==> src/design/qrpv_pkg.sv <==
// shared types, constants and helpers for the query/report packet validator
package qrpv_pkg;

  localparam int unsigned POS_W = 3;
  localparam logic [POS_W-1:0] POS_MAX = 3'd7;
  localparam logic [POS_W-1:0] TAIL_START = 3'd5;   // first offset after the header
  localparam logic [POS_W-1:0] LAST_POS_MIN = 3'd4;  // last offset of a minimum-length payload
  localparam logic [POS_W-1:0] LAST_POS_MIN_AVAIL = 3'd5;

  localparam logic [7:0] OPCODE_MAX = 8'h09;
  localparam logic [3:0] OP_HEARTBEAT = 4'h3;
  localparam logic [3:0] OP_AVAIL = 4'h9;

  localparam logic [2:0] REASON_OK = 3'd0;
  localparam logic [2:0] REASON_BAD_OPCODE = 3'd1;
  localparam logic [2:0] REASON_TOO_SHORT = 3'd2;
  localparam logic [2:0] REASON_BAD_CHAR = 3'd3;
  localparam logic [2:0] REASON_NO_NUL = 3'd4;

  typedef struct packed {
    logic       accept;
    logic [2:0] reason;
  } verdict_t;

  // tab through carriage return, or printable ascii
  function automatic logic char_allowed(input logic [7:0] c);
    char_allowed = ((c >= 8'h09) && (c <= 8'h0D)) || ((c >= 8'h20) && (c <= 8'h7E));
  endfunction

endpackage

==> src/design/qrpv_check.sv <==
// per-packet state and verdict logic, one byte per step
module qrpv_check (
  input  logic                clk,
  input  logic                rst,
  input  logic                step,
  input  logic [7:0]          data_byte,
  input  logic                last_byte,
  output qrpv_pkg::verdict_t  verdict
);
  import qrpv_pkg::*;

  logic [POS_W-1:0] pos;
  logic [3:0]       opcode_seen;
  logic             opcode_bad;
  logic             char_bad;
  logic             null_found;

  logic [POS_W-1:0] pos_next;
  logic [3:0]       opcode_seen_next;
  logic             opcode_bad_next;
  logic             char_bad_next;
  logic             null_found_next;

  // flags after this byte has been checked
  logic [3:0] op_upd;
  logic       op_bad_upd;
  logic       char_bad_upd;
  logic       null_upd;
  logic       check_tail;

  always_comb begin
    op_upd = opcode_seen;
    op_bad_upd = opcode_bad;
    char_bad_upd = char_bad;
    null_upd = null_found;
    check_tail = 1'b0;
    if (pos == '0) begin
      op_bad_upd = data_byte > OPCODE_MAX;
      op_upd = data_byte[3:0];
    end else if ((pos >= TAIL_START) && !opcode_bad) begin
      // opcode 9 stops checking after its first nul
      check_tail = (opcode_seen == OP_HEARTBEAT) || ((opcode_seen == OP_AVAIL) && !null_found);
    end
    if (check_tail) begin
      if (data_byte == 8'h00) begin
        null_upd = 1'b1;
      end else if (!char_allowed(data_byte)) begin
        char_bad_upd = 1'b1;
      end
    end
  end

  always_comb begin
    verdict.reason = REASON_OK;
    priority if (op_bad_upd) begin
      verdict.reason = REASON_BAD_OPCODE;
    end else if (pos < LAST_POS_MIN) begin
      verdict.reason = REASON_TOO_SHORT;
    end else if ((op_upd == OP_AVAIL) && (pos < LAST_POS_MIN_AVAIL)) begin
      verdict.reason = REASON_TOO_SHORT;
    end else if ((op_upd == OP_HEARTBEAT) && (pos < TAIL_START)) begin
      verdict.reason = REASON_OK;
    end else if ((op_upd == OP_HEARTBEAT) || (op_upd == OP_AVAIL)) begin
      if (char_bad_upd) begin
        verdict.reason = REASON_BAD_CHAR;
      end else if (!null_upd) begin
        verdict.reason = REASON_NO_NUL;
      end
    end else begin
      verdict.reason = REASON_OK;
    end
    verdict.accept = (verdict.reason == REASON_OK);
  end

  always_comb begin
    pos_next = pos;
    opcode_seen_next = opcode_seen;
    opcode_bad_next = opcode_bad;
    char_bad_next = char_bad;
    null_found_next = null_found;
    if (step) begin
      if (last_byte) begin
        pos_next = '0;
        opcode_seen_next = '0;
        opcode_bad_next = 1'b0;
        char_bad_next = 1'b0;
        null_found_next = 1'b0;
      end else begin
        pos_next = (pos < POS_MAX) ? POS_W'(pos + 1'b1) : POS_MAX;
        opcode_seen_next = op_upd;
        opcode_bad_next = op_bad_upd;
        char_bad_next = char_bad_upd;
        null_found_next = null_upd;
      end
    end
  end

  always_ff @(posedge clk) begin
    if (rst) begin
      pos <= '0;
      opcode_seen <= '0;
      opcode_bad <= 1'b0;
      char_bad <= 1'b0;
      null_found <= 1'b0;
    end else begin
      pos <= pos_next;
      opcode_seen <= opcode_seen_next;
      opcode_bad <= opcode_bad_next;
      char_bad <= char_bad_next;
      null_found <= null_found_next;
    end
  end

`ifndef SYNTHESIS
  a_clear_after_last: assert property (@(posedge clk) disable iff (rst)
    step && last_byte |=> (pos == '0) && !opcode_bad && !char_bad && !null_found)
    else $error("packet state not cleared after last byte");

  a_pos_advance: assert property (@(posedge clk) disable iff (rst)
    step && !last_byte && (pos != POS_MAX) |=> pos == POS_W'($past(pos) + 1'b1))
    else $error("byte position did not advance");

  a_idle_state_clear: assert property (@(posedge clk) disable iff (rst)
    (pos == '0) |-> (opcode_seen == '0) && !opcode_bad && !char_bad && !null_found)
    else $error("stale packet state at offset zero");
`endif

endmodule

==> src/design/query_report_packet_validator.sv <==
// top level: input register, packet checker and verdict output register
// slave to master side: input register, single check stage, verdict output register
// throughput: one byte per cycle unless a last byte waits on a busy verdict register
// a verdict appears only for a byte with tlast set; other bytes give no output
// a stalled master side holds a waiting verdict and still lets non-last bytes through
// synchronous reset clears both valid flags and all per-packet state
module query_report_packet_validator (
  input  logic       clk,
  input  logic       rst,
  input  logic       s_axis_tvalid,
  output logic       s_axis_tready,
  input  logic [7:0] s_axis_tdata,   // [7:0] data_byte
  input  logic       s_axis_tlast,   // last_byte
  output logic       m_axis_tvalid,
  input  logic       m_axis_tready,
  output logic [7:0] m_axis_tdata    // [0] accept, [3:1] reason, [7:4] zero
);
  import qrpv_pkg::*;

  logic       in_valid;
  logic [7:0] in_byte;
  logic       in_last;
  logic       res_valid;
  verdict_t   res;

  logic     res_free;
  logic     step;
  verdict_t verdict;

  assign res_free = !res_valid || m_axis_tready;
  // a non-last byte never needs the result register
  assign step = in_valid && (res_free || !in_last);
  assign s_axis_tready = !in_valid || step;

  qrpv_check u_check (
    .clk       (clk),
    .rst       (rst),
    .step      (step),
    .data_byte (in_byte),
    .last_byte (in_last),
    .verdict   (verdict)
  );

  always_ff @(posedge clk) begin
    if (rst) begin
      in_valid <= 1'b0;
    end else if (s_axis_tready) begin
      in_valid <= s_axis_tvalid;
    end
  end

  always_ff @(posedge clk) begin
    if (s_axis_tready && s_axis_tvalid) begin
      in_byte <= s_axis_tdata;
      in_last <= s_axis_tlast;
    end
  end

  always_ff @(posedge clk) begin
    if (rst) begin
      res_valid <= 1'b0;
    end else if (res_free) begin
      res_valid <= step && in_last;
    end
  end

  always_ff @(posedge clk) begin
    if (res_free && step && in_last) begin
      res <= verdict;
    end
  end

  assign m_axis_tvalid = res_valid;
  assign m_axis_tdata = {4'b0000, res.reason, res.accept};

`ifndef SYNTHESIS
  a_accept_matches_reason: assert property (@(posedge clk) disable iff (rst)
    res_valid |-> res.accept == (res.reason == REASON_OK))
    else $error("accept flag disagrees with reason");

  a_reason_known: assert property (@(posedge clk) disable iff (rst)
    res_valid |-> (res.reason == REASON_OK) || (res.reason == REASON_BAD_OPCODE) ||
                  (res.reason == REASON_TOO_SHORT) || (res.reason == REASON_BAD_CHAR) ||
                  (res.reason == REASON_NO_NUL))
    else $error("unknown reason code");

  a_input_held: assert property (@(posedge clk) disable iff (rst)
    in_valid && !step |=> in_valid && $stable(in_byte) && $stable(in_last))
    else $error("waiting byte lost from input register");

  a_last_needs_room: assert property (@(posedge clk) disable iff (rst)
    step && in_last |-> res_free)
    else $error("last byte stepped while verdict register busy");
`endif

endmodule

==> config.mk <==
export PLATFORM = sky130hd
export DESIGN_NAME = query_report_packet_validator
export DESIGN_NICKNAME = d
export VERILOG_FILES = /design/src/design/qrpv_pkg.sv /design/src/design/qrpv_check.sv /design/src/design/query_report_packet_validator.sv
export SDC_FILE = /design/constraint.sdc
export NUM_CORES = 1
export LEC_CHECK = 0
export ABC_AREA = 1
export ABC_CLOCK_PERIOD_IN_PS = 5200
export BUFFER_PORTS_ARGS = -buffer_cell sky130_fd_sc_hd__buf_2
export CAP_MARGIN = 20
export CORE_UTILIZATION = 35
export CTS_CLUSTER_DIAMETER = 50
export DETAILED_ROUTE_END_ITERATION = 6
export PLACE_DENSITY_LB_ADDON = 0.12
export SLEW_MARGIN = 10
export SYNTH_ARGS = -nofsm -noshare
export SYNTH_HDL_FRONTEND = slang
export SYNTH_SLANG_ARGS = --single-unit
export TNS_END_PERCENT = 50
==> constraint.sdc <==
create_clock -name clk -period 5.2 [get_ports clk]
set_clock_uncertainty 0.2 [all_clocks]
set_input_delay 0.78 -clock clk [delete_from_list [all_inputs] [get_ports clk]]
set_output_delay 0.78 -clock clk [all_outputs]
set_load 0.02 [all_outputs]
==> impl_results.md <==
- Die Y: 64.42 um
- Setup bufs post-CTS: 0
- Die Area: between 0.004 and 0.005 mm^2
- Critical path class: input pin to primary output
- Reg clk slew, reported paths: around 80 ps
- Largest net degree at the start of global routing: 14
- CP max FO: 3
- Hold path startpoint: u_check.char_bad
- Max layer used: met4
- Setup tns final: 0 ps
- Worst Path Arrival: roughly 1300 ps
- Initial DRC Count: 57
- Hold-critical path endpoint: u_check.char_bad
- Seq/Total Area, Yosys: around 46%
- Most area-consuming cells after synthesis: edfxtp_1, dfxtp_1, nand2_1
- Synthesis Warnings: 0
- Status: completed
- Drt first pass iters: 4
- P&R area growth vs syn: 10.64%
- Top-count cell post-synth: nand2_1
- Vias: roughly 1.1k
- Final Cycle Share: 44.53%
- DR WL met3: 74 um
- Layout cells sized above 1: between 10% and 20%
- Worst Path Required: about 4200 ps
- Hold crit path type: flip-flop to flip-flop
- Post-synth top flop: edfxtp_1
- Synth top cells by count: nand2_1, nor2_1, inv_1
- Post-CTS resize count: 0
- Root buf cell: clkbuf_8
- Metal2 WL: roughly 1200 um
- Yosys top cell by area: edfxtp_1
- Worst Setup End Kind: primary output
- Final design area excluding fillers: ~0.0015 mm^2
- Inserted Diodes: 0
- Cell count of the worst reg-to-reg path: 12
- Max Slew Vio Count: 0
- Power after layout: 0.3779 mW
- Synth Register Bits: 25
- Mapped Cells: about 180
- Met1 WL: 1178 um
- Tmin final: about 2300 ps
- Cell Rows: 22
- DP Worst Slack: 2879 ps
- Final hold violation count: 0
- Post-synth top area share: about 29%
- Total routed wirelength: roughly 2500 um
- Dpl cell area: between 0.001 and 0.0015 mm^2
- Inst Count DP: 240
- Initial antenna violation count: 0
- Antenna-violating nets left: 0
- Final #Nets: 213
- Hold slack: 260.4 ps
- Inserted Clock Buffers: 3
- Fin util: between 40% and 50%
- Yosys cell types: 23
- RSZ-0062 raised after global routing: no
- Final Setup Violations: 0
- R2R Path End: m_axis_tdata[0]
- Worst setup SP type: input pin
- DRC Markers: 0
- # IOs: 23
- CTS Sinks: 25
- GPL Wtd Cong: approximately 0.85
- Peak supply drop: around 0.1 mV
- R2R Setup Slk: just under 3000 ps
- Max clock buf depth: 2
- Clock Latency Late Sink: about 260 ps
- Average vias per placed instance: between 4 and 5
- Post-synthesis area per instance: about 7.6 um^2
- Max frequency: 0.4318 GHz
- Post-Syn Area: 0.001364 mm^2
- Dpl hpwl: 1921 um
- GRT overflow: 0
- Worst Slack Setup Final: a little under 3000 ps
- Vias in the first global route: ~1000
- CTS Hold Bufs: 0
- Leak pwr: 0.6686 nW
- Avg WL per Cell: 10.04 um
- Die X: roughly 64 um
- First-pass GRT wire length: 4064 um
- Total track usage: 12.72%
- Placeable Area: around 0.0037 mm^2
- P per Cell Area: about 250 mW/mm^2
- Starting density of the core: 36.97%
- Max cap viols: 0
- Synth async-reset ratio: 0%
- CTS tree: done
- Hold path cells: 2
- R2r startpoint: u_check.pos[0]
- CTS H-Tree Depth: 1
- Post-synth EDFFs: 13
- Port bufs: 18
- Cell Count, Final, Fillers Out: 244
## cells in the final DEF, fill, tap and decap left out, drive strengths merged
cell type and instances:
edfxtp 13, a21oi 15, clkbuf 4, o21ai 6, inv 23, nor2 27
dfxtp 12, nand2 55, ha 3, conb 4, xor2 1, buf 18
nand3 15
## critical path, cell delays in order
cell	delay [ps]
buf_2	100
nor2_1	150
nand3_1	130
buf_2	180
## worst max path at each step
stage	startpoint	endpoint	slack (ps)	depth (start not counted)
2_1_floorplan	m_axis_tready	s_axis_tready	3070	2
3_3_place_gp	m_axis_tready	s_axis_tready	2900	4
3_5_place_dp	m_axis_tready	s_axis_tready	2880	4
4_1_cts	m_axis_tready	s_axis_tready	2880	4
5_1_grt	u_check.pos[0]	m_axis_tdata[0]	2780	11
6_report	m_axis_tready	s_axis_tready	2880	4
## registers in the layout, summed over array words and instances, names as in the netlist
| register | count |
|---|---|
| in_byte | 8 |
| in_last | 1 |
| in_valid | 1 |
| m_axis_tdata | 4 |
| m_axis_tvalid | 1 |
| u_check.char_bad | 1 |
| u_check.null_found | 1 |
| u_check.opcode_bad | 1 |
| u_check.opcode_seen | 4 |
| u_check.pos | 3 |
## per-layer routing
layer / vias up / global-route usage, %
met5: - / 0
met4: 0 / 4.722
met3: 6 / 2.641
met2: 26 / 21.97
met1: 493 / 15.45
li1: 587 / -
## cells by family (layout without fill, tap and decap cells)
group,count (synthesis),after routing,synth area share [%]
xor+xnor,1,1,0.6423
buf+inv,31,45,11.38
compound gates,21,21,8.257
simple gates,97,97,30.46
other cells,1,4,0.2750
flops,25,25,46.24
fa+ha+maj,3,3,2.753
## where the power goes
group | internal [mW] | leakage (nW) | switching [mW] | total, mW
clock network | 0.0547 | 0.0228 | 0.0584 | 0.113
registers | 0.215 | 0.220 | 0.00573 | 0.221
logic | 0.0151 | 0.426 | 0.0285 | 0.0436
total | 0.285 | 0.669 | 0.0927 | 0.378
## cell type report
cell class | count | area (um^2)
multi-input combinational | 126 | 589.3
clock buffer | 4 | 45.04
sequential | 25 | 630.6
timing repair buffer | 18 | 90.09
inverter | 23 | 93.84
fill | 381 | 2180
tap | 48 | 60.06
Note: power is estimated with default switching activity, not from simulation.
